`config.mk`:
```
export PLATFORM = sky130hd
export DESIGN_NAME = auto_ranging_ratio_tracker
export DESIGN_NICKNAME = d
export VERILOG_FILES = /design/src/rtl/arrt_pkg.sv /design/src/rtl/arrt_front.sv /design/src/rtl/arrt_queue.sv /design/src/rtl/arrt_div.sv /design/src/rtl/auto_ranging_ratio_tracker.sv
export SDC_FILE = /design/constraint.sdc
export NUM_CORES = 1
export LEC_CHECK = 0
export BUFFER_PORTS_ARGS = -buffer_cell sky130_fd_sc_hd__buf_4
export CORE_ASPECT_RATIO = 2
export CORE_MARGIN = 8
export CORE_UTILIZATION = 60
export CTS_BUF_LIST = sky130_fd_sc_hd__clkbuf_16
export DETAILED_ROUTE_END_ITERATION = 16
export PLACE_DENSITY = 0.89
export SLEW_MARGIN = 20
export SYNTH_ARGS = -nofsm -noshare
export SYNTH_HDL_FRONTEND = slang
export SYNTH_SLANG_ARGS = --single-unit
```
`constraint.sdc`:
```
create_clock -name clk -period 7.2 [get_ports clk]
set_input_delay 0.72 -clock clk [delete_from_list [all_inputs] [get_ports clk]]
set_output_delay 0.72 -clock clk [all_outputs]
set_load 0.005 [all_outputs]
```
`src/rtl/arrt_pkg.sv`:
```
// ----------------------------------------------------------------------------
// arrt_pkg
// Shared types and constants for the auto-ranging ratio tracker.
// ----------------------------------------------------------------------------
`default_nettype none

package arrt_pkg;

	localparam int SAMPLE_W  = 16;
	localparam int DIFF_W    = SAMPLE_W + 1;
	localparam int RATIO_W   = 24;
	localparam int QUOT_W    = 32;
	localparam int CNT_W     = 5;
	localparam int CFG_IDX_W = 8;
	localparam int QDEPTH    = 2;

	localparam logic [CFG_IDX_W-1:0] REG_LOW_LIMIT  = 8'd0;
	localparam logic [CFG_IDX_W-1:0] REG_LOW_AUTO   = 8'd1;
	localparam logic [CFG_IDX_W-1:0] REG_HIGH_LIMIT = 8'd2;
	localparam logic [CFG_IDX_W-1:0] REG_HIGH_AUTO  = 8'd3;

	localparam logic [QUOT_W-1:0] RATIO_POS_LIM = 32'd8388607;
	localparam logic [QUOT_W-1:0] RATIO_NEG_LIM = 32'd8388608;
	localparam logic [RATIO_W-1:0] RATIO_MAX    = 24'h7FFFFF;
	localparam logic [RATIO_W-1:0] RATIO_MIN    = 24'h800000;

	// one request handed from the front to the divider
	typedef struct packed {
		logic                     event_res;
		logic                     ratio_valid;
		logic signed [DIFF_W-1:0] num;
		logic signed [DIFF_W-1:0] den;
		logic signed [SAMPLE_W-1:0] lower;
		logic signed [SAMPLE_W-1:0] upper;
	} job_t;

	typedef enum logic [1:0] {
		ST_IDLE,
		ST_DIV,
		ST_DONE
	} div_state_t;

endpackage

`default_nettype wire

```
`src/rtl/arrt_front.sv`:
```
// ----------------------------------------------------------------------------
// arrt_front
// Configuration registers, bound tracking and event detection per sample.
// ----------------------------------------------------------------------------
`default_nettype none

module arrt_front import arrt_pkg::*; (
	input  wire logic                        clk,
	input  wire logic                        arst_n,
	input  wire logic                        cfg_valid,
	input  wire logic [CFG_IDX_W-1:0]        cfg_index,
	input  wire logic [SAMPLE_W-1:0]         cfg_data,
	input  wire logic                        accept,
	input  wire logic signed [SAMPLE_W-1:0]  sample,
	output job_t                             job
);

	logic signed [SAMPLE_W-1:0] low_limit_q;
	logic signed [SAMPLE_W-1:0] high_limit_q;
	logic                       low_auto_q;
	logic                       high_auto_q;
	logic                       started_q;
	logic signed [SAMPLE_W-1:0] prev_q;
	logic signed [SAMPLE_W-1:0] low_q;
	logic signed [SAMPLE_W-1:0] high_q;

	logic signed [SAMPLE_W-1:0] lb0, hb0, lb1, hb1, lb2, hb2, prev1;
	logic                       ev1, ev2;

	always_ff @(posedge clk or negedge arst_n) begin
		if (!arst_n) begin
			low_limit_q  <= '0;
			high_limit_q <= '0;
			low_auto_q   <= 1'b1;
			high_auto_q  <= 1'b1;
		end else if (cfg_valid) begin
			case (cfg_index)
				REG_LOW_LIMIT:  low_limit_q  <= cfg_data;
				REG_LOW_AUTO:   low_auto_q   <= cfg_data[0];
				REG_HIGH_LIMIT: high_limit_q <= cfg_data;
				REG_HIGH_AUTO:  high_auto_q  <= cfg_data[0];
				default: ;
			endcase
		end
	end

	always_comb begin
		lb0 = low_auto_q  ? low_q  : low_limit_q;
		hb0 = high_auto_q ? high_q : high_limit_q;
		if (!started_q) begin
			prev1 = sample;
			lb1   = low_auto_q  ? sample : lb0;
			hb1   = high_auto_q ? sample : hb0;
			ev1   = !low_auto_q || (!high_auto_q && (lb1 != hb1));
		end else begin
			prev1 = prev_q;
			lb1   = lb0;
			hb1   = hb0;
			ev1   = 1'b0;
		end
		lb2 = lb1;
		hb2 = hb1;
		ev2 = ev1;
		if (sample != prev1) begin
			ev2 = 1'b1;
			// lowering the low bound takes priority over raising the high one
			if (low_auto_q && (sample < lb1))
				lb2 = sample;
			else if (high_auto_q && (sample > hb1))
				hb2 = sample;
		end
		job.event_res   = ev2;
		job.ratio_valid = (hb2 != lb2);
		job.num         = {sample[SAMPLE_W-1], sample} - {lb2[SAMPLE_W-1], lb2};
		job.den         = {hb2[SAMPLE_W-1], hb2} - {lb2[SAMPLE_W-1], lb2};
		job.lower       = lb2;
		job.upper       = hb2;
	end

	always_ff @(posedge clk or negedge arst_n) begin
		if (!arst_n) begin
			started_q <= 1'b0;
			prev_q    <= '0;
			low_q     <= '0;
			high_q    <= '0;
		end else if (accept) begin
			started_q <= 1'b1;
			prev_q    <= sample;
			low_q     <= lb2;
			high_q    <= hb2;
		end
	end

endmodule

`default_nettype wire

```
`src/rtl/arrt_queue.sv`:
```
// ----------------------------------------------------------------------------
// arrt_queue
// Two-entry request queue between the front and the divider.
// ----------------------------------------------------------------------------
`default_nettype none

module arrt_queue import arrt_pkg::*; (
	input  wire logic clk,
	input  wire logic arst_n,
	input  wire logic push,
	input  wire job_t push_job,
	output logic      full,
	input  wire logic pop,
	output logic      head_valid,
	output job_t      head_job
);

	localparam int PTR_W = $clog2(QDEPTH);
	localparam int CW    = $clog2(QDEPTH + 1);

	job_t             entry_q [QDEPTH];
	logic [PTR_W-1:0] wr_ptr_q;
	logic [PTR_W-1:0] rd_ptr_q;
	logic [CW-1:0]    count_q;

	assign full       = (count_q == CW'(QDEPTH));
	assign head_valid = (count_q != '0);
	assign head_job   = entry_q[rd_ptr_q];

	always_ff @(posedge clk) begin
		if (push)
			entry_q[wr_ptr_q] <= push_job;
	end

	always_ff @(posedge clk or negedge arst_n) begin
		if (!arst_n) begin
			wr_ptr_q <= '0;
			rd_ptr_q <= '0;
			count_q  <= '0;
		end else begin
			if (push)
				wr_ptr_q <= (wr_ptr_q == PTR_W'(QDEPTH - 1)) ? '0 : wr_ptr_q + 1'b1;
			if (pop)
				rd_ptr_q <= (rd_ptr_q == PTR_W'(QDEPTH - 1)) ? '0 : rd_ptr_q + 1'b1;
			case ({push, pop})
				2'b10:   count_q <= count_q + 1'b1;
				2'b01:   count_q <= count_q - 1'b1;
				default: ;
			endcase
		end
	end

	a_count_bound: assert property (@(posedge clk) disable iff (!arst_n)
		count_q <= CW'(QDEPTH))
		else $error("queue count above depth");

	a_no_pop_empty: assert property (@(posedge clk) disable iff (!arst_n)
		pop |-> head_valid)
		else $error("pop from empty queue");

	a_no_push_full: assert property (@(posedge clk) disable iff (!arst_n)
		push |-> !full)
		else $error("push into full queue");

endmodule

`default_nettype wire

```
`src/rtl/arrt_div.sv`:
```
// ----------------------------------------------------------------------------
// arrt_div
// Radix-2 restoring divider with saturation and the output register.
// ----------------------------------------------------------------------------
`default_nettype none

module arrt_div import arrt_pkg::*; (
	input  wire logic                        clk,
	input  wire logic                        arst_n,
	input  wire logic                        head_valid,
	input  wire job_t                        head_job,
	output logic                             pop,
	output logic                             out_valid,
	input  wire logic                        out_stall,
	output logic                             event_res,
	output logic signed [RATIO_W-1:0]        ratio,
	output logic                             ratio_valid,
	output logic signed [SAMPLE_W-1:0]       lower_bound,
	output logic signed [SAMPLE_W-1:0]       upper_bound
);

	div_state_t state_q, state_d;

	logic [DIFF_W-1:0]   rem_q;
	logic [QUOT_W-1:0]   dvd_q;
	logic [SAMPLE_W-1:0] dsr_q;
	logic [CNT_W-1:0]    cnt_q;
	logic                neg_q;
	logic                ev_q, vld_q;
	logic [SAMPLE_W-1:0] lo_q, hi_q;

	logic                out_valid_q;
	logic                out_ev_q, out_vld_q;
	logic [RATIO_W-1:0]  out_ratio_q;
	logic [SAMPLE_W-1:0] out_lo_q, out_hi_q;

	logic [DIFF_W-1:0]   num_mag, den_mag;
	logic [DIFF_W-1:0]   rem_sh;
	logic                ge;
	logic                out_free;
	logic                load_out;
	logic [RATIO_W-1:0]  sat;

	assign num_mag  = head_job.num[DIFF_W-1] ? -head_job.num : head_job.num;
	assign den_mag  = head_job.den[DIFF_W-1] ? -head_job.den : head_job.den;
	assign rem_sh   = {rem_q[DIFF_W-2:0], dvd_q[QUOT_W-1]};
	assign ge       = rem_sh >= {1'b0, dsr_q};
	assign out_free = !out_valid_q || !out_stall;

	always_comb begin
		state_d  = state_q;
		pop      = 1'b0;
		load_out = 1'b0;
		case (state_q)
			ST_IDLE: begin
				if (head_valid) begin
					pop     = 1'b1;
					// equal bounds skip the divide, ratio reads zero
					state_d = head_job.ratio_valid ? ST_DIV : ST_DONE;
				end
			end
			ST_DIV: begin
				if (cnt_q == '1)
					state_d = ST_DONE;
			end
			ST_DONE: begin
				if (out_free) begin
					load_out = 1'b1;
					state_d  = ST_IDLE;
				end
			end
			default: state_d = ST_IDLE;
		endcase
	end

	// quotient magnitude in dvd_q, clamp to the q8.16 range
	always_comb begin
		if (!vld_q)
			sat = '0;
		else if (!neg_q)
			sat = (dvd_q > RATIO_POS_LIM) ? RATIO_MAX : dvd_q[RATIO_W-1:0];
		else
			sat = (dvd_q > RATIO_NEG_LIM) ? RATIO_MIN : -dvd_q[RATIO_W-1:0];
	end

	always_ff @(posedge clk or negedge arst_n) begin
		if (!arst_n)
			state_q <= ST_IDLE;
		else
			state_q <= state_d;
	end

	always_ff @(posedge clk) begin
		if (pop) begin
			rem_q <= '0;
			dvd_q <= {num_mag[SAMPLE_W-1:0], {SAMPLE_W{1'b0}}};
			dsr_q <= den_mag[SAMPLE_W-1:0];
			cnt_q <= '0;
			neg_q <= head_job.num[DIFF_W-1] ^ head_job.den[DIFF_W-1];
			ev_q  <= head_job.event_res;
			vld_q <= head_job.ratio_valid;
			lo_q  <= head_job.lower;
			hi_q  <= head_job.upper;
		end else if (state_q == ST_DIV) begin
			rem_q <= ge ? rem_sh - {1'b0, dsr_q} : rem_sh;
			dvd_q <= {dvd_q[QUOT_W-2:0], ge};
			cnt_q <= cnt_q + 1'b1;
		end
	end

	always_ff @(posedge clk or negedge arst_n) begin
		if (!arst_n)
			out_valid_q <= 1'b0;
		else if (load_out)
			out_valid_q <= 1'b1;
		else if (!out_stall)
			out_valid_q <= 1'b0;
	end

	always_ff @(posedge clk) begin
		if (load_out) begin
			out_ev_q    <= ev_q;
			out_vld_q   <= vld_q;
			out_ratio_q <= sat;
			out_lo_q    <= lo_q;
			out_hi_q    <= hi_q;
		end
	end

	assign out_valid   = out_valid_q;
	assign event_res   = out_ev_q;
	assign ratio       = out_ratio_q;
	assign ratio_valid = out_vld_q;
	assign lower_bound = out_lo_q;
	assign upper_bound = out_hi_q;

	a_rem_below_dsr: assert property (@(posedge clk) disable iff (!arst_n)
		(state_q == ST_DIV) |-> (rem_q < {1'b0, dsr_q}))
		else $error("divider remainder not below divisor");

	a_pop_idle: assert property (@(posedge clk) disable iff (!arst_n)
		pop |-> (state_q == ST_IDLE))
		else $error("queue popped while divider busy");

	a_div_len: assert property (@(posedge clk) disable iff (!arst_n)
		(state_q == ST_DIV && state_d == ST_DONE) |-> (cnt_q == '1))
		else $error("divide ended early");

endmodule

`default_nettype wire

```
`src/rtl/auto_ranging_ratio_tracker.sv`:
```
// the divider works on one sample at a time: it loads a request from the queue,
// runs the 32 steps of the radix-2 divider and retires the result into the output
// register, waiting there while the output stalls; equal bounds skip the divide
// the front takes up to two samples ahead while the divider works
// reset: asynchronous active low, bounds and previous sample clear to zero,
// both auto bits set, limits zero, queue and output empty
// ----------------------------------------------------------------------------
// auto_ranging_ratio_tracker
// Min/max normalizer: tracks bounds and returns (sample-low)/(high-low) q8.16.
// ----------------------------------------------------------------------------
`default_nettype none

module auto_ranging_ratio_tracker import arrt_pkg::*; (
	input  wire logic                        clk,
	input  wire logic                        arst_n,
	input  wire logic                        cfg_valid,
	output logic                             cfg_ready,
	input  wire logic [CFG_IDX_W-1:0]        cfg_index,
	input  wire logic [SAMPLE_W-1:0]         cfg_data,
	input  wire logic                        in_valid,
	output logic                             in_stall,
	input  wire logic signed [SAMPLE_W-1:0]  sample,
	output logic                             out_valid,
	input  wire logic                        out_stall,
	output logic                             event_res,
	output logic signed [RATIO_W-1:0]        ratio,
	output logic                             ratio_valid,
	output logic signed [SAMPLE_W-1:0]       lower_bound,
	output logic signed [SAMPLE_W-1:0]       upper_bound
);

	logic accept;
	logic full;
	logic pop;
	logic head_valid;
	job_t job;
	job_t head_job;

	assign cfg_ready = 1'b1;
	assign in_stall  = full;
	assign accept    = in_valid && !full;

	arrt_front u_front (
		.clk       (clk),
		.arst_n    (arst_n),
		.cfg_valid (cfg_valid),
		.cfg_index (cfg_index),
		.cfg_data  (cfg_data),
		.accept    (accept),
		.sample    (sample),
		.job       (job)
	);

	arrt_queue u_queue (
		.clk        (clk),
		.arst_n     (arst_n),
		.push       (accept),
		.push_job   (job),
		.full       (full),
		.pop        (pop),
		.head_valid (head_valid),
		.head_job   (head_job)
	);

	arrt_div u_div (
		.clk         (clk),
		.arst_n      (arst_n),
		.head_valid  (head_valid),
		.head_job    (head_job),
		.pop         (pop),
		.out_valid   (out_valid),
		.out_stall   (out_stall),
		.event_res   (event_res),
		.ratio       (ratio),
		.ratio_valid (ratio_valid),
		.lower_bound (lower_bound),
		.upper_bound (upper_bound)
	);

endmodule

`default_nettype wire

```
==> results of run 1 <==
==> per-layer routing <==
layer / GRT usage [%] / vias up / routed length (um)
met1: 25.1 / 7143 / 17400
met3: 4.56 / 242 / 2730
met5: 0 / - / 0
li1: - / 6791 / -
met4: 22.7 / 0 / 4700
met2: 51.1 / 614 / 29000
==> how the worst max path moves through the flow <==
stage | end | slack (ns) | cells past startpoint
2_1_floorplan | u_queue.entry_q[0][47]$_DFFE_PP_ | 1.60 | 24
3_3_place_gp | u_queue.entry_q[0][47]$_DFFE_PP_ | 1.00 | 22
3_5_place_dp | u_queue.entry_q[0][46]$_DFFE_PP_ | 0.94 | 23
4_1_cts | u_queue.entry_q[0][46]$_DFFE_PP_ | 0.85 | 23
5_1_grt | u_queue.entry_q[0][46]$_DFFE_PP_ | 0.44 | 23
6_report | u_queue.entry_q[0][46]$_DFFE_PP_ | 0.70 | 23
==> report_power, final <==
part | total (mW) | internal, mW | switching [mW]
sequential | 3.61 | 3.18 | 0.431
combinational | 3.01 | 1.19 | 1.82
clock | 1.94 | 1.09 | 0.850
total | 8.57 | 5.47 | 3.10
==> cell families (layout without fill, tap and decap cells) <==
group | after synthesis | count (layout) | synth area share, %
buffers and inverters | 190 | 307 | 3.77
flip-flops | 388 | 388 | 54.1
AO/OA/AOI/OAI | 419 | 419 | 12.9
multiplexers | 152 | 152 | 8.21
XOR/XNOR | 97 | 97 | 4.24
AND/OR/NAND/NOR | 483 | 483 | 11.2
other | 1 | 1 | 0.0187
adder cells (fa/ha/maj) | 88 | 88 | 5.61
==> critical path: cells and delay by family, from the launching register on <==
kind | cells | cell delay [ns]
compound gates | 11 | 2.26
fa+ha+maj | 3 | 0.97
flops | 1 | 0.88
simple gates | 4 | 0.87
buf+inv | 3 | 0.61
mux | 1 | 0.49
xor+xnor | 1 | 0.12
==> synthesized netlist by cell type (6+ instances only) <==
master / number
o22ai_1: 9
and3_1: 8
nor2b_1: 21
buf_1: 14
or2_2: 6
mux2_2: 91
buf_2: 12
a21o_1: 8
nand4_1: 12
a22oi_1: 6
a211oi_1: 11
mux2i_1: 59
or3_1: 8
o21ai_0: 129
o31ai_1: 8
xnor2_1: 53
a22o_1: 6
o21a_1: 11
nand3_1: 27
nand2_1: 164
a311oi_1: 10
dfrtp_1: 88
nor4_1: 11
a221oi_1: 10
nor2_1: 137
clkbuf_1: 49
nor3_1: 38
a31oi_1: 15
edfxtp_1: 261
nand2b_1: 21
a21oi_1: 135
nor3b_1: 9
xor2_1: 44
inv_1: 111
ha_1: 85
dfxtp_1: 37
==> per-stage QoR <==
stage	total power, mW	setup slack [ns]	hold WS (ns)
2_1_floorplan	5.75	1.60	0.400
3_3_place_gp	6.41	1.00	0.401
3_5_place_dp	6.59	0.935	0.405
4_1_cts	8.55	0.854	0.0897
5_1_grt	9.04	0.439	0.113
6_report	8.57	0.702	0.108
==> cell type report <==
cell class	count	share of cell area (%)
Sequential cell	388	48.2
Multi-Input combinational cell	1240	37.8
Timing Repair Buffer	130	4.34
Clock buffer	37	4.12
Tap cell	432	2.41
Inverter	111	1.85
Clock inverter	29	1.23
==> impl_table.tex, run 1 <==
\begin{tabular}{lr}
\hline
Metric & Value \\
\hline
\multicolumn{2}{l}{\textbf{Status}} \\
\quad Run status & complete, no violations \\
\multicolumn{2}{l}{\textbf{Clock network}} \\
\quad Buffers inserted during post-CTS setup optimization & 0 \\
\quad CTS clock-pin slew for the worst setup and hold paths & about 0.070 ns \\
\quad Resize count post-CTS & 0 \\
\quad Library cell used as clock root buffer & clkbuf\_16 \\
\quad Clock latency at the later pin of the worst-skew pair & 0.56 ns \\
\quad Clock tree from TritonCTS & built \\
\quad Clock H-tree levels & 2 \\
\quad Number of clock sinks & 388 \\
\quad Number of buffers inserted by hold repair at cts & 0 \\
\quad TritonCTS buffer count & 36 \\
\quad Longest Clk Path Bufs & 3 \\
\multicolumn{2}{l}{\textbf{Detailed routing}} \\
\quad Antenna Violating Nets Remaining & 0 \\
\quad DRC violations left & 0 \\
\quad Via-per-instance ratio & around 6.2 \\
\quad Routed length per instance & about 23 um \\
\quad Initial DRC Count & 974 \\
\quad Total length of routed wires & about 54,000 um \\
\quad Detailed-router iteration count before antenna repair & 7 \\
\quad Vias & $\sim$15,000 \\
\multicolumn{2}{l}{\textbf{Floorplan}} \\
\quad I/O pin count & around 110 \\
\quad Initial Util & between 60\% and 70\% \\
\quad Count of standard-cell rows & 94 \\
\quad DIE AREA & 39,800 um\^{}2 \\
\quad DIE WIDTH & 145 um \\
\quad Floorplan die height & around 270 um \\
\quad Core area & roughly 33,000 um\^{}2 \\
\multicolumn{2}{l}{\textbf{Worst setup path}} \\
\quad Classification of the worst setup path & reg2reg \\
\quad CP arrival & about 6.8 ns \\
\quad Worst setup path start & u\_front.started\_q\$\_DFFE\_PN0P\_ \\
\quad Worst Setup End Kind & flip-flop \\
\quad Crit path cell chain & buf\_4 > a21oi\_1 > a21oi\_1 > inv\_1 > ha\_1 > nand3\_1 > or4\_1 > a21oi\_1 > nor2\_1 > o2111ai\_1 > o2111ai\_2 > mux2i\_1 > ha\_1 > fa\_1 > nor2b\_1 > o21ai\_0 > a21boi\_0 > buf\_4 > o211ai\_1 > a31oi\_1 > a21o\_1 > a21oi\_1 > xnor2\_1 \\
\quad Max FO, Critical Path & 25 \\
\quad R2r startpoint & u\_front.started\_q\$\_DFFE\_PN0P\_ \\
\quad Destination of the worst register-to-register timing path & u\_queue.entry\_q[0][46]\$\_DFFE\_PP\_ \\
\quad Slowest cell on the critical path & dfrtp\_1 \\
\quad Required time at the worst-slack endpoint & 7.48 ns \\
\quad Worst R2R Path Depth & 23 \\
\quad Crit path largest cell delay & slightly below 0.9 ns \\
\quad Most common cell type on the critical path & a21oi\_1 \\
\quad R2R setup slack & 0.70 ns \\
\quad Launching element type of the critical path & flip-flop \\
\multicolumn{2}{l}{\textbf{Hold path}} \\
\quad Class of the most critical hold timing path & in2async \\
\multicolumn{2}{l}{\textbf{Global routing}} \\
\quad Overall overflow remaining after global route & 0 \\
\quad Initial antenna violation count & 0 \\
\quad Via count of the first global-routing pass & between 15,000 and 20,000 \\
\quad Pin count of the biggest net entering global routing & between 70 and 80 \\
\quad Total global-route track usage & 27.2\% \\
\quad Global-route wire length before repair & about 84,000 um \\
\multicolumn{2}{l}{\textbf{Layout}} \\
\quad Most frequent cells in the layout & 261 x edfxtp\_1, 163 x nand2\_1, 135 x nor2\_1 \\
\quad Number of flip-flops under the largest register name & between 100 and 150 \\
\quad Fraction of final layout cells sized beyond drive strength 1 & around 16\% \\
\quad Filler cells & between 2,000 and 2,500 \\
\quad Share of the core filled with cells & 68.2\% \\
\quad Antenna diode count & 0 \\
\quad Area growth, synth to finish & 12.2\% \\
\quad Register with the most flip-flops & u\_queue.entry\_q \\
\quad Most common cell after layout, fill and taps aside & edfxtp\_1 \\
\quad Final standard cell area without fillers & around 22,000 um\^{}2 \\
\quad Area taken by flip-flops and latches & between 10,000 and 15,000 um\^{}2 \\
\quad Combined area of the multi-input logic cells & approximately 8500 um\^{}2 \\
\quad Final nets & 2,040 \\
\quad Final std cells w/o fill & around 2,400 \\
\multicolumn{2}{l}{\textbf{Logic synthesis}} \\
\quad Synthesized Nets & between 1,500 and 2,000 \\
\quad Synth unique cells & 79 \\
\quad Post-synth top area cell & edfxtp\_1 \\
\quad Share of synthesized area occupied by flip-flops and latches & 54.1\% \\
\quad Cell types occupying the most area after synthesis & edfxtp\_1 39\%, dfrtp\_1 11\%, ha\_1 5.3\% \\
\quad Number of warnings reported in the yosys synthesis log & 0 \\
\quad Synthesized netlist cell count & roughly 1,800 \\
\quad FFs w/ async S/R, synth & a little under a quarter \\
\quad Primary FF master, synth & edfxtp\_1 \\
\quad Mapped Area & around 20,000 um\^{}2 \\
\quad Syn Area/Cell & 11.0 um\^{}2 \\
\quad Post-synth top area share & 39.1\% \\
\quad Flip-flop and latch count after synthesis & approximately 390 \\
\quad Count of flip-flops with a built-in enable after synthesis & between 200 and 300 \\
\multicolumn{2}{l}{\textbf{Placement}} \\
\quad \# placed instances & approximately 2,300 \\
\quad Count of port buffers added during placement & 104 \\
\quad Hpwl dp & between 30,000 and 40,000 um \\
\quad Post-place instance area & approximately 21,000 um\^{}2 \\
\quad Final RePlAce weighted congestion & roughly 1.0 \\
\multicolumn{2}{l}{\textbf{Timing}} \\
\quad Worst relative slew slack & roughly 18\% \\
\quad Slew at the pin closest to its max-slew limit & around 1.2 ns \\
\quad Period utilisation layout & between 90\% and 100\% \\
\quad Number of pins with negative max-slew slack in the final report & 0 \\
\quad Unrepaired setup endpoints after global routing & false \\
\quad Final period demand of the worst path & approximately 6.5 ns \\
\quad Post-route clock skew & slightly above 0.03 ns \\
\quad Final setup TNS & 0 ns \\
\quad Finish-stage setup viols & 0 \\
\quad Final hold vios & 0 \\
\quad Top achievable clock speed & between 150 and 200 MHz \\
\multicolumn{2}{l}{\textbf{Run}} \\
\quad Max Cap Violations & 0 \\
\multicolumn{2}{l}{\textbf{Power}} \\
\quad Worst IR drop on VDD & approximately 260 uV \\
\quad Power density cells & approximately 380 nW/um\^{}2 \\
\quad Leakage power figure & 8.99 nW \\
\hline
\end{tabular}
(Power assumes the default switching activity.)
==> run 2: changes to the inputs <==
CELL_PAD_IN_SITES_DETAIL_PLACEMENT = 2   (was not set)
CELL_PAD_IN_SITES_GLOBAL_PLACEMENT = 2   (was not set)
CORE_UTILIZATION = 42   (was 60)
PLACE_DENSITY = 0.92   (was 0.89)
==> impl_table.tex, run 2 (same netlist as run 1, synthesis figures left out) <==
\begin{tabular}{lr}
\hline
Metric & Value \\
\hline
\multicolumn{2}{l}{\textbf{Layout}} \\
\quad Combined area of the multi-input logic cells & between 8000 and 9000 um\^{}2 \\
\quad Fraction of final layout cells sized beyond drive strength 1 & around 16\% \\
\quad Antenna diode count & 0 \\
\quad Area taken by flip-flops and latches & approximately 11,000 um\^{}2 \\
\quad Final std cells w/o fill & 2,573 \\
\quad Most common cell after layout, fill and taps aside & edfxtp\_1 \\
\quad Final nets & between 2,000 and 2,500 \\
\quad Filler cells & roughly 4,800 \\
\quad Most frequent cells in the layout & 261 x edfxtp\_1, 163 x nand2\_1, 136 x nor2\_1 \\
\quad Area growth, synth to finish & 13.5\% \\
\quad Register with the most flip-flops & u\_queue.entry\_q \\
\quad Number of flip-flops under the largest register name & approximately 140 \\
\multicolumn{2}{l}{\textbf{Power}} \\
\quad Leakage power figure & around 9 nW \\
\quad Power density cells & a little over 400 nW/um\^{}2 \\
\quad Worst IR drop on VDD & $\sim$260 uV \\
\quad Overall power consumption & about 9 mW \\
\multicolumn{2}{l}{\textbf{Timing}} \\
\quad Finish-stage setup viols & 0 \\
\quad Unrepaired setup endpoints after global routing & false \\
\quad Hold Slack & roughly 0.11 ns \\
\quad Final period demand of the worst path & between 6 and 7 ns \\
\quad Period utilisation layout & 94.3\% \\
\quad Slew at the pin closest to its max-slew limit & about 1.1 ns \\
\quad Post-route clock skew & 0.0369 ns \\
\quad Number of pins with negative max-slew slack in the final report & 0 \\
\quad Crit path setup slack, layout & 0.408 ns \\
\quad Final setup TNS & 0 ns \\
\quad Final hold vios & 0 \\
\quad Worst relative slew slack & around 28\% \\
\quad Top achievable clock speed & between 100 and 150 MHz \\
\multicolumn{2}{l}{\textbf{Clock network}} \\
\quad Number of clock sinks & roughly 390 \\
\quad Resize count post-CTS & 2 \\
\quad CTS clock-pin slew for the worst setup and hold paths & roughly 0.07 ns \\
\quad Number of buffers inserted by hold repair at cts & 0 \\
\quad TritonCTS buffer count & 38 \\
\quad Buffers inserted during post-CTS setup optimization & 0 \\
\quad Clock tree from TritonCTS & built \\
\quad Clock H-tree levels & 2 \\
\quad Library cell used as clock root buffer & clkbuf\_16 \\
\quad Clock latency at the later pin of the worst-skew pair & around 0.57 ns \\
\quad Longest Clk Path Bufs & 3 \\
\multicolumn{2}{l}{\textbf{Global routing}} \\
\quad Total global-route track usage & between 20 and 30\% \\
\quad Global-route wire length before repair & 116,000 um \\
\quad Pin count of the biggest net entering global routing & 78 \\
\quad Via count of the first global-routing pass & around 18,000 \\
\quad Overall overflow remaining after global route & 0 \\
\quad Initial antenna violation count & 0 \\
\multicolumn{2}{l}{\textbf{Worst setup path}} \\
\quad R2r startpoint & u\_front.started\_q\$\_DFFE\_PN0P\_ \\
\quad Required time at the worst-slack endpoint & 7.53 ns \\
\quad Max FO, Critical Path & 34 \\
\quad Classification of the worst setup path & reg2reg \\
\quad CP arrival & about 7.1 ns \\
\quad Worst Setup End Kind & flip-flop \\
\quad Worst setup path start & u\_front.started\_q\$\_DFFE\_PN0P\_ \\
\quad Launching element type of the critical path & flip-flop \\
\multicolumn{2}{l}{\textbf{Detailed routing}} \\
\quad Routed length per instance & 30.1 um \\
\quad DRC violations left & 0 \\
\quad Antenna Violating Nets Remaining & 0 \\
\quad Total length of routed wires & just under 80,000 um \\
\quad Vias & roughly 16,000 \\
\quad Detailed-router iteration count before antenna repair & 5 \\
\quad Initial DRC Count & approximately 900 \\
\quad Via-per-instance ratio & slightly above 6 \\
\multicolumn{2}{l}{\textbf{Hold path}} \\
\quad Class of the most critical hold timing path & in2async \\
\multicolumn{2}{l}{\textbf{Floorplan}} \\
\quad Count of standard-cell rows & roughly 110 \\
\quad Core area & 47,400 um\^{}2 \\
\quad Initial Util & between 40 and 50\% \\
\quad Floorplan die height & 325 um \\
\quad DIE WIDTH & approximately 170 um \\
\quad DIE AREA & 55,400 um\^{}2 \\
\quad I/O pin count & around 110 \\
\multicolumn{2}{l}{\textbf{Placement}} \\
\quad Setup slack after placement & around 0.22 ns \\
\quad \# placed instances & between 2,000 and 3,000 \\
\quad Hpwl dp & roughly 52,000 um \\
\quad Final RePlAce weighted congestion & roughly 0.91 \\
\quad Count of port buffers added during placement & about 100 \\
\multicolumn{2}{l}{\textbf{Status}} \\
\quad Run status & complete, no violations \\
\multicolumn{2}{l}{\textbf{Run}} \\
\quad Max Cap Violations & 0 \\
\hline
\end{tabular}
## run 2: cell types whose count changed in the layout (fill, tap and decap cells not counted), sizes merged
cell      delta
buf          +2
bufinv       -2
clkbuf       +2
clkinv       +3
clkinvlp     -1
inv          +2
## run 2: per-layer routing
metal  vias to the layer above  wire [um]  GRT usage, %
li1                       6801          -             -
met4                         0       6570          20.7
met5                         -          0             0
met2                       591      42100          51.9
met3                       313       3000          4.01
met1                      8084      25800          27.1
## run 2: final cells by class
cell class / instances / area share (%)
inverter: 111 / 1.83
multi-input combinational: 1240 / 37.4
clock inverter: 31 / 0.963
sequential: 388 / 47.7
tap: 632 / 3.48
timing repair buffer: 132 / 4.36
clock buffer: 39 / 4.29
## run 2: metrics by stage
stage / cell area, um^2 / utilization [%]
finish: 22700 / 48.0
global route: 22700 / 48.0
CTS: 22700 / 48.0
detailed placement: 21500 / 45.4
global placement: 21500 / 45.4
floorplan: 20000 / -
## run 2: path summary, 6_finish.rpt
check	endpoint	slack, ns	cells past startpoint
worst min register to register	u_div.lower_bound[14]$_DFFE_PP_	0.43	0
min in group clk	u_front.low_limit_q[8]$_DFFE_PN0P_	0.37	3
worst min-delay path	u_front.prev_q[4]$_DFFE_PN0P_	0.11	1
worst max-delay path	u_queue.entry_q[1][46]$_DFFE_PP_	0.41	23
max in group asynchronous	u_front.started_q$_DFFE_PN0P_	5.76	2
worst max register to register	u_queue.entry_q[1][46]$_DFFE_PP_	0.41	23
## run 2: worst max-delay path, stage by stage, from the launching register on
cell and delay, ns:
dfrtp_2 0.68, buf_4 0.30, nor2_1 0.20, a21oi_1 0.11, a21oi_1 0.24, inv_1 0.10, ha_1 0.29, nand3_1 0.12
or4_1 0.56, a21oi_1 0.15, nor2_1 0.10, o2111ai_1 0.17, o2111ai_4 0.40, mux2i_1 0.27, ha_1 0.30, fa_1 0.41
nor2b_1 0.18, o21ai_0 0.15, a21boi_0 0.61, o211ai_1 0.24, a31oi_1 0.38, a21o_1 0.19, a21oi_1 0.09, xnor2_1 0.31
## run 2: report_power, final
| group | leakage (nW) | switching [mW] | internal, mW | total [mW] |
|---|---|---|---|---|
| registers | 3.82 | 0.524 | 3.19 | 3.71 |
| logic | 4.59 | 2.25 | 1.21 | 3.45 |
| clock network | 0.611 | 0.936 | 1.07 | 2.00 |
